==> config.mk <==
export PLATFORM = sky130hd
export DESIGN_NAME = line_run_slice_rasterizer_flat
export DESIGN_NICKNAME = d
export VERILOG_FILES = /design/src/design/lrsr_pkg.sv /design/src/design/lrsr_if.sv /design/src/design/line_run_slice_rasterizer.sv /design/src/design/lrsr_front.sv /design/src/design/lrsr_queue.sv /design/src/design/lrsr_back.sv /design/src/flat_wrapper.sv
export SDC_FILE = /design/constraint.sdc
export NUM_CORES = 1
export LEC_CHECK = 0
export BUFFER_PORTS_ARGS = -buffer_cell sky130_fd_sc_hd__buf_2
export CAP_MARGIN = 10
export CORE_UTILIZATION = 56
export DETAILED_ROUTE_END_ITERATION = 8
export GPL_TIMING_DRIVEN = 0
export PLACE_DENSITY_LB_ADDON = 0.12
export SLEW_MARGIN = 20
export SYNTH_ARGS = -nofsm -noshare
export SYNTH_HDL_FRONTEND = slang
export SYNTH_HIERARCHICAL = 1
export SYNTH_SLANG_ARGS = --single-unit
==> constraint.sdc <==
create_clock -name clk -period 5 [get_ports clk]
set_input_delay 0.25 -clock clk [delete_from_list [all_inputs] [get_ports clk]]
set_output_delay 0.25 -clock clk [all_outputs]
set_load 0.02 [all_outputs]
==> src/design/lrsr_pkg.sv <==
`timescale 1ns / 1ps
// ----------------------------------------------------------------------------
// lrsr_pkg
// Shared constants and types of the line run slice rasterizer.
// ----------------------------------------------------------------------------
package lrsr_pkg;

    localparam int COORD_BITS_DEF = 6;
    localparam int QUEUE_DEPTH    = 2;

    // direction flags of a segment
    localparam int SGN_XP = 0;
    localparam int SGN_XN = 1;
    localparam int SGN_YP = 2;
    localparam int SGN_YN = 3;
    localparam int SGN_W  = 4;

    typedef enum logic [1:0] {
        ST_IDLE,
        ST_WALK,
        ST_TAIL,
        ST_FLUSH
    } walk_state_t;

endpackage

==> src/design/lrsr_if.sv <==
`timescale 1ns / 1ps
// ----------------------------------------------------------------------------
// lrsr_line_if / lrsr_run_if
// Valid/ready channels for line segments in and pixel runs out.
// ----------------------------------------------------------------------------
interface lrsr_line_if
    import lrsr_pkg::*;
#(
    parameter int CB = COORD_BITS_DEF
);
    logic                 valid;
    logic                 ready;
    logic signed [CB-1:0] start_x;
    logic signed [CB-1:0] start_y;
    logic signed [CB-1:0] end_x;
    logic signed [CB-1:0] end_y;

    modport source (output valid, start_x, start_y, end_x, end_y, input ready);
    modport sink   (input valid, start_x, start_y, end_x, end_y, output ready);
endinterface

interface lrsr_run_if
    import lrsr_pkg::*;
#(
    parameter int CB = COORD_BITS_DEF
);
    logic                 valid;
    logic                 ready;
    logic signed [CB-1:0] run_x;
    logic signed [CB-1:0] run_y;
    logic        [CB:0]   run_length;
    logic                 vertical;
    logic                 last_run;

    modport source (output valid, run_x, run_y, run_length, vertical, last_run,
                    input ready);
    modport sink   (input valid, run_x, run_y, run_length, vertical, last_run,
                    output ready);
endinterface

==> src/design/line_run_slice_rasterizer.sv <==
`timescale 1ns / 1ps
// ----------------------------------------------------------------------------
// line_run_slice_rasterizer
// Segment in, horizontal or vertical pixel runs out, final run flagged last.
// ----------------------------------------------------------------------------
// path: the queue, then the walker; each closed run waits in the pending
//   register until the next run or the flush, then goes to the output register
// walker: takes a segment only when idle, then one DDA step per cycle unless
//   the output stalls it; a two-entry queue lets new segments queue up meanwhile
// reset: asynchronous, clears the walker state, held run, output and queue
// ----------------------------------------------------------------------------
module line_run_slice_rasterizer
    import lrsr_pkg::*;
#(
    parameter int COORD_BITS = COORD_BITS_DEF
)
(
    input  logic        clk,
    input  logic        rst_n,
    lrsr_line_if.sink   line_in,
    lrsr_run_if.source  run_out
);

    localparam int CMD_W = 4 * COORD_BITS + SGN_W + 1;

    logic             push_valid, push_ready;
    logic [CMD_W-1:0] push_data;
    logic             pop_valid, pop_ready;
    logic [CMD_W-1:0] pop_data;

    lrsr_front #(
        .CB    (COORD_BITS),
        .CMD_W (CMD_W)
    ) u_front (
        .line_in    (line_in),
        .push_valid (push_valid),
        .push_data  (push_data),
        .push_ready (push_ready)
    );

    lrsr_queue #(
        .W (CMD_W)
    ) u_queue (
        .clk        (clk),
        .rst_n      (rst_n),
        .push_valid (push_valid),
        .push_data  (push_data),
        .push_ready (push_ready),
        .pop_valid  (pop_valid),
        .pop_data   (pop_data),
        .pop_ready  (pop_ready)
    );

    lrsr_back #(
        .CB    (COORD_BITS),
        .CMD_W (CMD_W)
    ) u_back (
        .clk       (clk),
        .rst_n     (rst_n),
        .pop_valid (pop_valid),
        .pop_data  (pop_data),
        .pop_ready (pop_ready),
        .run_out   (run_out)
    );

endmodule

==> src/design/lrsr_front.sv <==
`timescale 1ns / 1ps
// ----------------------------------------------------------------------------
// lrsr_front
// Classifies a segment: deltas, direction flags, steepness, major and minor.
// ----------------------------------------------------------------------------
module lrsr_front
    import lrsr_pkg::*;
#(
    parameter int CB    = COORD_BITS_DEF,
    parameter int CMD_W = 4 * CB + SGN_W + 1
)
(
    lrsr_line_if.sink         line_in,
    output logic              push_valid,
    output logic [CMD_W-1:0]  push_data,
    input  logic              push_ready
);

    logic signed [CB:0]   ddx;
    logic signed [CB:0]   ddy;
    logic        [CB:0]   adx_w;
    logic        [CB:0]   ady_w;
    logic        [CB-1:0] adx;
    logic        [CB-1:0] ady;
    logic        [CB-1:0] major;
    logic        [CB-1:0] minor;
    logic [SGN_W-1:0]     signs;
    logic                 steep;

    always_comb
    begin
        ddx   = {line_in.end_x[CB-1], line_in.end_x}
              - {line_in.start_x[CB-1], line_in.start_x};
        ddy   = {line_in.end_y[CB-1], line_in.end_y}
              - {line_in.start_y[CB-1], line_in.start_y};
        adx_w = ddx[CB] ? -ddx : ddx;
        ady_w = ddy[CB] ? -ddy : ddy;
        // magnitudes never exceed 2^CB - 1
        adx   = adx_w[CB-1:0];
        ady   = ady_w[CB-1:0];
        signs = '0;
        signs[SGN_XP] = !ddx[CB] && (ddx != '0);
        signs[SGN_XN] = ddx[CB];
        signs[SGN_YP] = !ddy[CB] && (ddy != '0);
        signs[SGN_YN] = ddy[CB];
        steep = adx < ady;
        major = steep ? ady : adx;
        minor = steep ? adx : ady;
    end

    assign push_valid    = line_in.valid;
    assign line_in.ready = push_ready;
    assign push_data     = {steep, signs, minor, major, line_in.start_y, line_in.start_x};

endmodule

==> src/design/lrsr_queue.sv <==
`timescale 1ns / 1ps
// ----------------------------------------------------------------------------
// lrsr_queue
// Short command queue between the classifier and the line walker.
// ----------------------------------------------------------------------------
module lrsr_queue
    import lrsr_pkg::*;
#(
    parameter int W = 4 * COORD_BITS_DEF + SGN_W + 1
)
(
    input  logic         clk,
    input  logic         rst_n,
    input  logic         push_valid,
    input  logic [W-1:0] push_data,
    output logic         push_ready,
    output logic         pop_valid,
    output logic [W-1:0] pop_data,
    input  logic         pop_ready
);

    localparam int PTR_W = (QUEUE_DEPTH > 1) ? $clog2(QUEUE_DEPTH) : 1;
    localparam int CNT_W = $clog2(QUEUE_DEPTH + 1);
    localparam logic [PTR_W-1:0] PTR_LAST = PTR_W'(QUEUE_DEPTH - 1);
    localparam logic [CNT_W-1:0] CNT_FULL = CNT_W'(QUEUE_DEPTH);

    logic [W-1:0]     entry_reg [QUEUE_DEPTH];
    logic [PTR_W-1:0] wr_ptr_reg, wr_ptr_next;
    logic [PTR_W-1:0] rd_ptr_reg, rd_ptr_next;
    logic [CNT_W-1:0] count_reg, count_next;
    logic             do_push, do_pop;

    assign push_ready = count_reg != CNT_FULL;
    assign pop_valid  = count_reg != '0;
    assign pop_data   = entry_reg[rd_ptr_reg];
    assign do_push    = push_valid && push_ready;
    assign do_pop     = pop_valid && pop_ready;

    always_comb
    begin
        wr_ptr_next = wr_ptr_reg;
        rd_ptr_next = rd_ptr_reg;
        count_next  = count_reg;
        if (do_push)
        begin
            wr_ptr_next = (wr_ptr_reg == PTR_LAST) ? '0 : wr_ptr_reg + 1'b1;
        end
        if (do_pop)
        begin
            rd_ptr_next = (rd_ptr_reg == PTR_LAST) ? '0 : rd_ptr_reg + 1'b1;
        end
        if (do_push && !do_pop)
        begin
            count_next = count_reg + 1'b1;
        end
        else if (do_pop && !do_push)
        begin
            count_next = count_reg - 1'b1;
        end
    end

    always_ff @(posedge clk or negedge rst_n)
    begin
        if (!rst_n)
        begin
            wr_ptr_reg <= '0;
            rd_ptr_reg <= '0;
            count_reg  <= '0;
        end
        else
        begin
            wr_ptr_reg <= wr_ptr_next;
            rd_ptr_reg <= rd_ptr_next;
            count_reg  <= count_next;
        end
    end

    always_ff @(posedge clk)
    begin
        if (do_push)
        begin
            entry_reg[wr_ptr_reg] <= push_data;
        end
    end

endmodule

==> src/design/lrsr_back.sv <==
`timescale 1ns / 1ps
// ----------------------------------------------------------------------------
// lrsr_back
// Midpoint DDA walker: one major-axis step per cycle unless the output stalls,
// run closing, one run held back for the last flag, and the output register.
// ----------------------------------------------------------------------------
module lrsr_back
    import lrsr_pkg::*;
#(
    parameter int CB    = COORD_BITS_DEF,
    parameter int CMD_W = 4 * CB + SGN_W + 1
)
(
    input  logic             clk,
    input  logic             rst_n,
    input  logic             pop_valid,
    input  logic [CMD_W-1:0] pop_data,
    output logic             pop_ready,
    lrsr_run_if.source       run_out
);

    localparam int EW = CB + 2;
    localparam logic [CB-1:0] ONE    = CB'(1);
    localparam logic [CB-1:0] ALL1   = '1;

    // command fields
    logic signed [CB-1:0] c_sx, c_sy;
    logic        [CB-1:0] c_major, c_minor;
    logic [SGN_W-1:0]     c_signs;
    logic                 c_steep;

    walk_state_t state_reg, state_next;

    logic signed [CB-1:0] cur_x_reg, cur_y_reg, org_x_reg, org_y_reg;
    logic signed [EW-1:0] err_reg;
    logic        [CB-1:0] steps_reg, major_reg, minor_reg;
    logic [SGN_W-1:0]     signs_reg;
    logic                 steep_reg;

    logic                 pend_valid_reg;
    logic signed [CB-1:0] pend_x_reg, pend_y_reg;
    logic        [CB:0]   pend_len_reg;
    logic                 pend_vert_reg;

    logic                 out_valid_reg;
    logic signed [CB-1:0] out_x_reg, out_y_reg;
    logic        [CB:0]   out_len_reg;
    logic                 out_vert_reg, out_last_reg;

    // run closing
    logic        [CB-1:0] cur_maj, org_maj, low_maj;
    logic signed [CB:0]   diff;
    logic        [CB:0]   run_len;
    logic signed [CB-1:0] run_x, run_y;
    logic                 run_nz, moved;

    // dda step
    logic        [CB-1:0] inc_x, inc_y;
    logic signed [EW-1:0] err_sub, err_step;
    logic                 err_neg;
    logic signed [CB-1:0] step_x, step_y;

    // control
    logic produce, advance, out_free, push_mid, push_last, load;

    assign {c_steep, c_signs, c_minor, c_major, c_sy, c_sx} = pop_data;

    always_comb
    begin
        cur_maj = steep_reg ? cur_y_reg : cur_x_reg;
        org_maj = steep_reg ? org_y_reg : org_x_reg;
        diff    = {cur_maj[CB-1], cur_maj} - {org_maj[CB-1], org_maj};
        run_nz  = diff != '0;
        run_len = diff[CB] ? -diff : diff;
        // walking backward: the run starts just past the current pixel
        low_maj = diff[CB] ? cur_maj + ONE : org_maj;
        run_x   = steep_reg ? org_x_reg : low_maj;
        run_y   = steep_reg ? low_maj : org_y_reg;
        moved   = steep_reg ? (cur_x_reg != org_x_reg) : (cur_y_reg != org_y_reg);
    end

    always_comb
    begin
        inc_x    = signs_reg[SGN_XP] ? ONE : (signs_reg[SGN_XN] ? ALL1 : '0);
        inc_y    = signs_reg[SGN_YP] ? ONE : (signs_reg[SGN_YN] ? ALL1 : '0);
        err_sub  = err_reg - {2'b00, minor_reg};
        err_neg  = err_sub[EW-1];
        err_step = err_neg ? err_sub + {2'b00, major_reg} : err_sub;
        step_x   = cur_x_reg;
        step_y   = cur_y_reg;
        if (steep_reg)
        begin
            step_y = cur_y_reg + inc_y;
            if (err_neg)
            begin
                step_x = cur_x_reg + inc_x;
            end
        end
        else
        begin
            step_x = cur_x_reg + inc_x;
            if (err_neg)
            begin
                step_y = cur_y_reg + inc_y;
            end
        end
    end

    // control outputs
    always_comb
    begin
        out_free = !out_valid_reg || run_out.ready;
        produce  = 1'b0;
        advance  = 1'b1;
        unique case (state_reg)
            ST_IDLE:
            begin
                advance = 1'b1;
            end
            ST_WALK:
            begin
                produce = moved && run_nz;
                advance = !(produce && pend_valid_reg && !out_free);
            end
            ST_TAIL:
            begin
                produce = run_nz;
                advance = !(produce && pend_valid_reg && !out_free);
            end
            ST_FLUSH:
            begin
                advance = !pend_valid_reg || out_free;
            end
            default:
            begin
                advance = 1'b1;
            end
        endcase
        pop_ready = state_reg == ST_IDLE;
        load      = pop_ready && pop_valid;
        push_mid  = produce && advance && pend_valid_reg;
        push_last = (state_reg == ST_FLUSH) && pend_valid_reg && advance;
    end

    // next state
    always_comb
    begin
        state_next = state_reg;
        unique case (state_reg)
            ST_IDLE:
            begin
                if (pop_valid)
                begin
                    state_next = ST_WALK;
                end
            end
            ST_WALK:
            begin
                if (advance && steps_reg == '0)
                begin
                    state_next = ST_TAIL;
                end
            end
            ST_TAIL:
            begin
                if (advance)
                begin
                    state_next = ST_FLUSH;
                end
            end
            ST_FLUSH:
            begin
                if (advance)
                begin
                    state_next = ST_IDLE;
                end
            end
            default:
            begin
                state_next = ST_IDLE;
            end
        endcase
    end

    always_ff @(posedge clk or negedge rst_n)
    begin
        if (!rst_n)
        begin
            state_reg      <= ST_IDLE;
            pend_valid_reg <= 1'b0;
            out_valid_reg  <= 1'b0;
        end
        else
        begin
            state_reg <= state_next;
            if (load || ((state_reg == ST_FLUSH) && advance))
            begin
                pend_valid_reg <= 1'b0;
            end
            else if (produce && advance)
            begin
                pend_valid_reg <= 1'b1;
            end
            if (push_mid || push_last)
            begin
                out_valid_reg <= 1'b1;
            end
            else if (run_out.ready)
            begin
                out_valid_reg <= 1'b0;
            end
        end
    end

    always_ff @(posedge clk)
    begin
        if (load)
        begin
            cur_x_reg <= c_sx;
            cur_y_reg <= c_sy;
            org_x_reg <= c_sx;
            org_y_reg <= c_sy;
            err_reg   <= {2'b00, (c_major >> 1)};
            steps_reg <= c_major;
            major_reg <= c_major;
            minor_reg <= c_minor;
            signs_reg <= c_signs;
            steep_reg <= c_steep;
        end
        else if ((state_reg == ST_WALK) && advance)
        begin
            if (moved)
            begin
                org_x_reg <= cur_x_reg;
                org_y_reg <= cur_y_reg;
            end
            if (steps_reg != '0)
            begin
                steps_reg <= steps_reg - 1'b1;
                cur_x_reg <= step_x;
                cur_y_reg <= step_y;
                err_reg   <= err_step;
            end
        end

        if (produce && advance)
        begin
            pend_x_reg    <= run_x;
            pend_y_reg    <= run_y;
            pend_len_reg  <= run_len;
            pend_vert_reg <= steep_reg;
        end

        if (push_mid || push_last)
        begin
            out_x_reg    <= pend_x_reg;
            out_y_reg    <= pend_y_reg;
            out_len_reg  <= pend_len_reg;
            out_vert_reg <= pend_vert_reg;
            out_last_reg <= push_last;
        end
    end

    assign run_out.valid      = out_valid_reg;
    assign run_out.run_x      = out_x_reg;
    assign run_out.run_y      = out_y_reg;
    assign run_out.run_length = out_len_reg;
    assign run_out.vertical   = out_vert_reg;
    assign run_out.last_run   = out_last_reg;

endmodule

==> src/flat_wrapper.sv <==
// flat-port wrapper written by rule: the top's interface ports become plain ports
module line_run_slice_rasterizer_flat import lrsr_pkg::*;
#(
    parameter int COORD_BITS = COORD_BITS_DEF
)
  (clk, rst_n, line_in_valid, line_in_start_x, line_in_start_y, line_in_end_x, line_in_end_y, line_in_ready, run_out_valid, run_out_run_x, run_out_run_y, run_out_run_length, run_out_vertical, run_out_last_run, run_out_ready);
  lrsr_line_if #(.CB((COORD_BITS_DEF))) line_in_i ();
  lrsr_run_if #(.CB((COORD_BITS_DEF))) run_out_i ();
  input  logic clk;
  input  logic rst_n;
  input wire logic [$bits(line_in_i.valid)-1:0] line_in_valid;
  input wire logic [$bits(line_in_i.start_x)-1:0] line_in_start_x;
  input wire logic [$bits(line_in_i.start_y)-1:0] line_in_start_y;
  input wire logic [$bits(line_in_i.end_x)-1:0] line_in_end_x;
  input wire logic [$bits(line_in_i.end_y)-1:0] line_in_end_y;
  output wire logic [$bits(line_in_i.ready)-1:0] line_in_ready;
  output wire logic [$bits(run_out_i.valid)-1:0] run_out_valid;
  output wire logic [$bits(run_out_i.run_x)-1:0] run_out_run_x;
  output wire logic [$bits(run_out_i.run_y)-1:0] run_out_run_y;
  output wire logic [$bits(run_out_i.run_length)-1:0] run_out_run_length;
  output wire logic [$bits(run_out_i.vertical)-1:0] run_out_vertical;
  output wire logic [$bits(run_out_i.last_run)-1:0] run_out_last_run;
  input wire logic [$bits(run_out_i.ready)-1:0] run_out_ready;
  assign line_in_i.valid = line_in_valid;
  assign line_in_i.start_x = line_in_start_x;
  assign line_in_i.start_y = line_in_start_y;
  assign line_in_i.end_x = line_in_end_x;
  assign line_in_i.end_y = line_in_end_y;
  assign line_in_ready = line_in_i.ready;
  assign run_out_valid = run_out_i.valid;
  assign run_out_run_x = run_out_i.run_x;
  assign run_out_run_y = run_out_i.run_y;
  assign run_out_run_length = run_out_i.run_length;
  assign run_out_vertical = run_out_i.vertical;
  assign run_out_last_run = run_out_i.last_run;
  assign run_out_i.ready = run_out_ready;
  line_run_slice_rasterizer #(.COORD_BITS(COORD_BITS)) u_core (.clk(clk), .rst_n(rst_n), .line_in(line_in_i), .run_out(run_out_i));
endmodule
Word level (Yosys, flattened, before mapping)
Memory sizes are Yosys's and may differ from the RTL's.
Index checks and enable logic that the tools add are counted.
- input port bits: 28
- memory bits (writable): 58
- output and inout bits: 23
- register bits after elaboration: 104
- memories kept: 1
- word-level logic and storage cells: 162
- memory list (memory ; words ; width ; rd ports ; clocked after memory_dff ; wr ports ; line ; source):
    u_core.u_queue.entry_reg ; 2 ; 29 ; 1 ; 0 ; 1 ; lrsr_queue.sv:27 ; logic [W-1:0] entry_reg [QUEUE_DEPTH];
- multiplexer cells: 55
- equality and inequality tests: 11
- $lt $le $gt $ge: 1
- $add $sub $neg: 16
- reductions and logical operators: 51
- operators with widths (kind ; number):
    6-bit 2-to-1 mux ; 33
    7-bit nonzero test ; 3
    6-bit by 6-bit subtractor with 7-bit output ; 3
    1-bit logical AND ; 18
    5-bit 2-to-1 mux ; 3
    2-bit nonzero test ; 7
    6-bit adder ; 2
    2-bit 2-to-1 mux ; 6
    6-bit inequality test ; 2
    6-bit negation ; 2
    2-bit inequality test (second input constant) ; 5
    1-bit zero test ; 9
    1-bit 2-to-1 mux ; 9
    8-bit by 6-bit adder with 8-bit output ; 1
    8-bit 2-to-1 mux ; 1
    2-bit case mux with 4 select lines ; 1
    8-bit by 6-bit subtractor with 8-bit output ; 1
    7-bit negation ; 1
    6-bit by 1-bit adder with 6-bit output (second input constant) ; 1
    6-bit zero test ; 1
    6-bit less-than comparator ; 1
    2-bit AND reduction ; 3
    3-bit AND reduction ; 2
    6-bit nonzero test ; 1
    13 further kinds ; 18

Depth between registers and ports, before layout
Gate-level depths: netlist of the first run.
- depth after elaboration: 12
- mapped depth: 19
- depth with buffers taken out: 17

Modules after synthesis
Netlist of the first run, hierarchy kept.
- modules (own cells, without submodules) (module ; instances ; area an instance (um2) ; seq. area each (um2) ; cells each):
    lrsr_back ; 1 ; 5605.4 ; 2952.8 ; 487
    lrsr_queue ; 1 ; 2313.5 ; 1841.8 ; 108
    lrsr_front ; 1 ; 1086.0 ; 0.0 ; 146

Worst setup path after synthesis of the first run
No wires, ideal clock.
- path type: register to register
- start point: register u_core.u_back.steep_reg
- end point: register u_core.u_back.out_last_reg, in the netlist u_core/u_back/run_out.last_run (enable)
- clock period less this slack: 5162 ps
- data required time: 4575 ps
- buffers on the path: 3
- cell stages (with the launch flop): 15
- arrival time: 4736 ps
- slack: -162 ps
- library setup time: 425 ps
- path through: edfxtp_1 > clkbuf_1 > clkbuf_1 > mux2_2 > ha_1 > inv_1 > fa_1 > inv_1 > ha_1 > nand2_1 > nor3_4 > a211oi_2 > or2_1 > buf_6 > nor3_1
- longest elaborated chain between the ends: 11
- elaborated cells on any way between the ends: 18
- those cells by class: add/sub: 1; mux: 5; reduce/logical: 12
- ends and longest elaborated chain (element ; line ; source):
    start, declared ; lrsr_back.sv:38 ; logic steep_reg;
    start signal, assigned ; lrsr_back.sv:228 ; steep_reg <= c_steep;
    6-bit 2-to-1 mux, on equally long branches ; lrsr_back.sv:70, lrsr_back.sv:71 ;
    6-bit by 6-bit subtractor with 7-bit output ; lrsr_back.sv:72 ; diff = {cur_maj[CB-1], cur_maj} - {org_maj[CB-1], org_maj};
    7-bit nonzero test ; lrsr_back.sv:73 ; run_nz = diff != '0;
    1-bit logical AND ; lrsr_back.sv:122 ; produce = moved && run_nz;
    1-bit logical AND (2 in series) ; lrsr_back.sv:123 ; advance = !(produce && pend_valid_reg && !out_free);
    1-bit zero test ; lrsr_back.sv:123 ;
    1-bit case mux with 4 select lines ; lrsr_back.sv:115 ; unique case (state_reg)
    1-bit logical AND (2 in series) ; lrsr_back.sv:141 ; push_mid = produce && advance && pend_valid_reg;
    1-bit logical OR (*) ; lrsr_back.sv:254 ; if (push_mid || push_last)
    end signal, assigned ; lrsr_back.sv:260 ; out_last_reg <= push_last;
    end, declared ; lrsr_back.sv:48 ; logic out_vert_reg, out_last_reg;
Every way passes the cells marked *; elsewhere a longest branch is shown, timed or not.
A chain may end at the register's enable or synchronous reset.

Worst setup path after layout of the first run
- start point: register u_core.u_back.steep_reg
- end point: register u_core.u_back.cur_y_reg[1] (enable)
- longest elaborated chain between the ends: 11
- elaborated cells on any way between the ends: 17
- those cells by class: add/sub: 1; mux: 4; reduce/logical: 12
- ends and longest elaborated chain (element ; line ; source):
    6-bit 2-to-1 mux, on equally long branches ; lrsr_back.sv:70, lrsr_back.sv:71 ;
    6-bit by 6-bit subtractor with 7-bit output ; lrsr_back.sv:72 ;
    7-bit nonzero test ; lrsr_back.sv:73 ;
    1-bit logical AND ; lrsr_back.sv:122 ;
    1-bit logical AND (2 in series) ; lrsr_back.sv:123 ;
    1-bit zero test ; lrsr_back.sv:123 ;
    1-bit case mux with 4 select lines ; lrsr_back.sv:115 ;
    1-bit logical AND ; lrsr_back.sv:230 ; else if ((state_reg == ST_WALK) && advance)
    2-bit nonzero test (no source line) ; - ;
    3-bit AND reduction (no source line) (*) ; - ;
    end signal, assigned ; lrsr_back.sv:220 ; cur_y_reg <= c_sy;
    end signal, assigned ; lrsr_back.sv:241 ; cur_y_reg <= step_y;
    end, declared ; lrsr_back.sv:34 ; logic signed [CB-1:0] cur_x_reg, cur_y_reg, org_x_reg, org_y_reg;
Marks and branches as above.

==> results of run 1 <==
## final timing paths
path	from	to	slack, ns	cells after the start
setup / recovery	u_core/u_back/steep_reg	u_core/u_back/cur_y_reg[1]	0.41	13
hold / removal	run_out_ready	u_core/u_back/run_out.valid	0.03	2
setup reg to reg	u_core/u_back/steep_reg	u_core/u_back/cur_y_reg[1]	0.41	13
hold reg to reg	u_core/u_back/pend_len_reg[5]	u_core/u_back/run_out.run_length[5]	0.42	0
max in group asynchronous	rst_n	u_core/u_queue/rd_ptr_reg	4.55	2
min in group asynchronous	rst_n	u_core/u_back/run_out.valid	0.24	2
## cell type report
cell class,instances,area [µm²]
fillers,1165,5230
flip-flops and latches,162,4790
multi-input cells,492,3840
clock buffers,17,425
repair buffers,51,283
well taps,211,264
plain buffers,32,214
inverters,56,210
clock inverters,15,170
## metrics by stage
step / cells / util [%] / cell area, µm²
floorplan: 741 / - / 9010
global placement: 1001 / 61.7 / 9520
detailed placement: 1002 / 62.0 / 9570
CTS: 1035 / 66.0 / 10200
global route: 1036 / 66.1 / 10200
finish: 1036 / 66.1 / 10200
## cells by family (layout without fill, tap and decap cells)
family | Yosys count | after routing | synth area share (%)
adder cells (fa/ha/maj) | 62 | 62 | 9.20
AO/OA/AOI/OAI | 132 | 132 | 9.74
buffers and inverters | 88 | 171 | 4.68
XOR/XNOR | 67 | 67 | 6.60
multiplexers | 61 | 61 | 7.34
flip-flops | 162 | 162 | 53.2
AND/OR/NAND/NOR | 169 | 170 | 9.20
## timing repair
action | 4_1_cts | 5_1_grt
cloned | 0 | 1
pin swaps | 0 | 1
hold buffers | 1 | 0
resized for setup | 2 | 2
endpoints found under the setup margin | 52 | 41
endpoints found under the hold margin | 8 | 0
## worst register-to-register path, cell delays in order, from the launching register on
cell	delay, ns
edfxtp_1	0.51
clkbuf_1	0.43
clkbuf_2	0.36
mux2_2	0.39
ha_1	0.20
inv_1	0.07
fa_1	0.43
inv_1	0.12
ha_1	0.18
nand2_1	0.11
nor3_4	0.29
a211o_1	0.23
nand2_1	0.10
o21ai_0	0.79
## metal layers
layer / part of all wire, % / global-route usage [%] / vias up / routed length (µm)
met5: 0 / 0 / - / 0
met4: 2.1 / 8.72 / 0 / 372
met3: 3.2 / 4.16 / 24 / 562
met2: 50 / 38.2 / 128 / 8770
met1: 44 / 28.7 / 2754 / 7770
li1: - / - / 2805 / -
## cells in the final DEF (no fill, tap or decap), types with 27 or more instances in the layout
cell and count:
edfxtp_1 151, nand2_1 64, inv_1 55, ha_1 55
buf_2 51, a21oi_1 46, mux2_2 40, nor2_1 40
xnor2_1 38, xor2_1 28, o21ai_0 27
==> flow_summary.json, run 1 <==
{
  "setup_total_negative_slack_ns": 0,
  "grt_first_pass_wirelength_mm": 28.1,
  "netlist_top_cells_count": "151 x edfxtp_1, 64 x nand2_1, 55 x ha_1, 55 x inv_1, 46 x a21oi_1",
  "post_cts.repair.setup_buffers": 0,
  "dominantRegCellSynth": "edfxtp_1",
  "yosysTopAreaCellShare_pct": 50.4,
  "path_class": "register to register",
  "die_area_um2": 16600,
  "largest_register_ff_count": 58,
  "detailroute.via_count": 5711,
  "initial_utilization_pct": 58.4,
  "area_growth_pct": 13.2,
  "syn_inst": 741,
  "detailed_place_hpwl_mm": 13.0,
  "max_freq_ghz": 0.218,
  "crit_path_end_kind": "register",
  "hold_ws_ns": 0.0296,
  "die_w_um": 129,
  "crit_required_ns": 5.04,
  "crit_slowest_cell": "o21ai_0",
  "nNetsFinal": 902,
  "grt_overflow": 0,
  "most_area_consuming_cells_after_synthesis": "edfxtp_1 50%, ha_1 7.6%, mux2_2 5.0%",
  "timing.final.setup_violations": 0,
  "grt.total_usage_pct": 22.5,
  "worst_slew_pin_slew_ns": 0.979,
  "antennaDiodeCount": 0,
  "yosys.cell_count.top_type": "edfxtp_1",
  "floorplan.die.height_um": 129,
  "slew_violations": 0,
  "route.detailed.drc": 0,
  "place.gp.congestion": 0.820,
  "worst_clock_skew_on_the_final_layout_ns": 0.00824,
  "largest_driver_fanout_on_the_critical_path": 10,
  "number_of_enable_flip_flop_cells_after_synthesis": 151,
  "path_clk_slew_ns": 0.06,
  "timing.critical_path.max_delay_family": "compound AO/OA/AOI/OAI gates",
  "worstPathCellList": "clkbuf_1 > clkbuf_2 > mux2_2 > ha_1 > inv_1 > fa_1 > inv_1 > ha_1 > nand2_1 > nor3_4 > a211o_1 > nand2_1 > o21ai_0",
  "clock_path_buffers": 2,
  "worstSkewPairLatency_ns": 0.42,
  "top_level_ports": 51,
  "cts_buffers": 17,
  "share_of_the_clock_period_used_by_the_worst_path_after_layout_pct": 91.7,
  "via_per_instance_ratio": 5.51,
  "maxCapViolCount": 0,
  "synth_area_per_cell_um2": 12.2,
  "core.rowCount": 45,
  "detailed_route_wire_length_mm": 17.5,
  "worst_setup_path_start_kind": "register",
  "timing.final.hold_violations": 0,
  "remaining_number_of_nets_flagged_by_the_antenna_check_after_routing": 0,
  "routedWlPerCell_um": 16.9,
  "cts_root_buf": "clkbuf_16",
  "first_iter_violations": 333,
  "synthDominantAreaCellType": "edfxtp_1",
  "seq_area_frac_synth_pct": 53.2,
  "unrepaired_setup_endpoints_after_global_routing": "false",
  "ys.warnings.count": 6,
  "grt_start_max_net_pins": 30,
  "port_buffers": 49,
  "vias_in_the_first_global_route": 5665,
  "initial_antenna_violation_count": 0,
  "postSynthRegisterBits": 162,
  "preCtsSetupSlack_ns": -0.100,
  "status": "finished clean",
  "critical_path_buf_inv_count": 4,
  "coreArea_um2": 15400,
  "clock_tree_from_tritoncts": "built",
  "worst-endpoint-arrival_ns": 4.63,
  "layout_setup_ws_ns": 0.414,
  "cpPeakStageDelay_ns": 0.79,
  "async_reset_ff_share_pct": 4.94,
  "synth_fp_nets": 831,
  "worst_hold_path_type": "input port to register",
  "ctsHtreeMaxLevel": 4,
  "netlist-cell-type-count": 70,
  "drive_gt1_share_pct": 20.8,
  "timing.max_slew.rel_slack_pct": 34.1,
  "synthesis.area_um2": 9000,
  "timing.final.crit_period_ns": 4.59,
  "1st_pass_router_iterations": 5,
  "clock_sinks": 162
}
Power of run 1 is not shown: default switching activity piles up to over one toggle a cycle in this logic, so the estimate is an artifact.
==> inputs of run 2 (changes only) <==
- CORE_UTILIZATION: 56 -> 62
- clock period: 5 -> 5.3 ns (I/O delays scaled with it)
==> run 2 against run 1 <==
Against the previous run:
- sequential share of layout area up 0.41 points
- sequential cell count stayed put
- first-iteration DRC count grew 29%
- clock-buffer cell count rose by 2
- critical path depth is 1 higher
- cell count down 3.0%
- clock skew increased by 0.0046 ns
- via count up 1.1%
- final area fell by 0.87%
- critical path type unchanged
- critical endpoint is now u_core/u_back/pend_len_reg[5]
==> flow_summary.json, run 2 (synthesized netlist as in run 1, its figures left out) <==
{
  "initial_antenna_violation_count": 0,
  "timing.final.hold_violations": 0,
  "worstSkewPairLatency_ns": 0.42,
  "nNetsFinal": 902,
  "timing.final.crit_period_ns": 4.97,
  "clock_sinks": 162,
  "cts_buffers": 17,
  "core.rowCount": 43,
  "worst_slew_pin_slew_ns": 0.933,
  "largest_register_ff_count": 58,
  "worst_hold_path_type": "input port to register",
  "largest_driver_fanout_on_the_critical_path": 20,
  "area_growth_pct": 12.3,
  "reg2reg_slack_ns": 0.33,
  "first_iter_violations": 431,
  "coreArea_um2": 14000,
  "initial_utilization_pct": 64.1,
  "crit_path_end_kind": "register",
  "grt.total_usage_pct": 25.7,
  "placement.cell_area_um2": 9520,
  "detailroute.via_count": 5776,
  "port_buffers": 49,
  "via_per_instance_ratio": 5.75,
  "path_clk_slew_ns": 0.06,
  "globalRouteMet2Util_pct": 42.9,
  "detailed_place_hpwl_mm": 13.0,
  "ctsHtreeMaxLevel": 4,
  "route.detailed.drc": 0,
  "die_w_um": 123,
  "status": "finished clean",
  "worst_setup_path_start_kind": "register",
  "clock_path_buffers": 2,
  "grt_start_max_net_pins": 30,
  "grt_util_met3_pct": 4.97,
  "vias_in_the_first_global_route": 6061,
  "timing.final.setup_violations": 0,
  "place.gp.congestion": 0.881,
  "post_cts.repair.setup_buffers": 0,
  "remaining_number_of_nets_flagged_by_the_antenna_check_after_routing": 0,
  "antennaDiodeCount": 0,
  "final_common_cell": "edfxtp_1",
  "share_of_the_clock_period_used_by_the_worst_path_after_layout_pct": 93.7,
  "crit_required_ns": 5.34,
  "clock_tree_from_tritoncts": "built",
  "maxCapViolCount": 0,
  "floorplan.die.height_um": 123,
  "drive_gt1_share_pct": 20.2,
  "1st_pass_router_iterations": 5,
  "use_met1_pct": 31.8,
  "path_class": "register to register",
  "unrepaired_setup_endpoints_after_global_routing": "false",
  "most_frequent_cells_in_the_layout": "151 x edfxtp_1, 64 x nand2_1, 55 x inv_1, 55 x ha_1, 51 x buf_2",
  "slew_violations": 0,
  "worst_clock_skew_on_the_final_layout_ns": 0.0129,
  "grt_first_pass_wirelength_mm": 29.1,
  "top_level_ports": 51,
  "die_area_um2": 15000,
  "detailed_route_wire_length_mm": 17.5,
  "grt_overflow": 0,
  "timing.max_slew.rel_slack_pct": 37.7,
  "layout.cell_area.non_filler_um2": 10100,
  "most_crowded_layer_after_global_routing": "met2",
  "max_freq_ghz": 0.201,
  "worst-endpoint-arrival_ns": 5.01,
  "cts_root_buf": "clkbuf_16",
  "routedWlPerCell_um": 17.4
}
==> run 2: cell type report <==
cell class	instances	area, µm²
Buffer	32	213
Timing Repair Buffer	52	283
Fill cell	953	3930
Clock inverter	13	135
Tap cell	180	225
Sequential cell	162	4790
Inverter	56	210
Multi-Input combinational cell	491	3810
Clock buffer	19	433
==> run 2: layer usage <==
layer	routed length, µm	share of wire (%)
met5	0	0
met4	551	3.1
met3	697	4.0
met2	8680	50
met1	7560	43
==> run 2: through the flow <==
| stage | util [%] | hold slack (ns) | setup slack (ns) | setup TNS (ns) | std cells |
|---|---|---|---|---|---|
| after floorplan | - | -0.0306 | 0.138 | 0 | 741 |
| after global placement | 67.5 | 0.116 | -0.672 | -14.08 | 970 |
| after detailed placement | 67.8 | 0.120 | 0.249 | 0 | 972 |
| after CTS | 71.9 | 0.0294 | 0.215 | 0 | 1005 |
| after global routing | 72.0 | 0.0398 | 0.0225 | 0 | 1005 |
| final | 72.0 | 0.0499 | 0.333 | 0 | 1005 |
==> run 2: worst paths after layout <==
check	from	to	cells past startpoint
setup / recovery	u_core/u_back/steep_reg	u_core/u_back/pend_len_reg[5]	14
hold / removal	run_out_ready	u_core/u_back/run_out.valid	2
setup reg to reg	u_core/u_back/steep_reg	u_core/u_back/pend_len_reg[5]	14
hold reg to reg	u_core/u_back/pend_len_reg[2]	u_core/u_back/run_out.run_length[2]	0
max in group asynchronous	rst_n	u_core/u_back/pend_valid_reg	2
min in group asynchronous	rst_n	u_core/u_back/state_reg[1]	2
==> run 2: worst max-delay path: stages, from the launching register on <==
cell,delay (ns)
edfxtp_1,0.51
clkbuf_1,0.45
clkbuf_1,0.51
mux2_2,0.40
ha_1,0.20
inv_1,0.07
fa_1,0.43
inv_1,0.12
ha_1,0.19
nand2_1,0.11
nor3_4,0.25
a211oi_2,0.20
or2_1,0.27
buf_6,0.15
nor2_2,0.73
==> run 2: repair_timing <==
item,4_1_cts,5_1_grt
resized for setup,0,1
hold buffers,1,0
setup endpoints to repair,0,12
endpoints found under the hold margin,8,0
Power of run 2 is left out for the same reason.
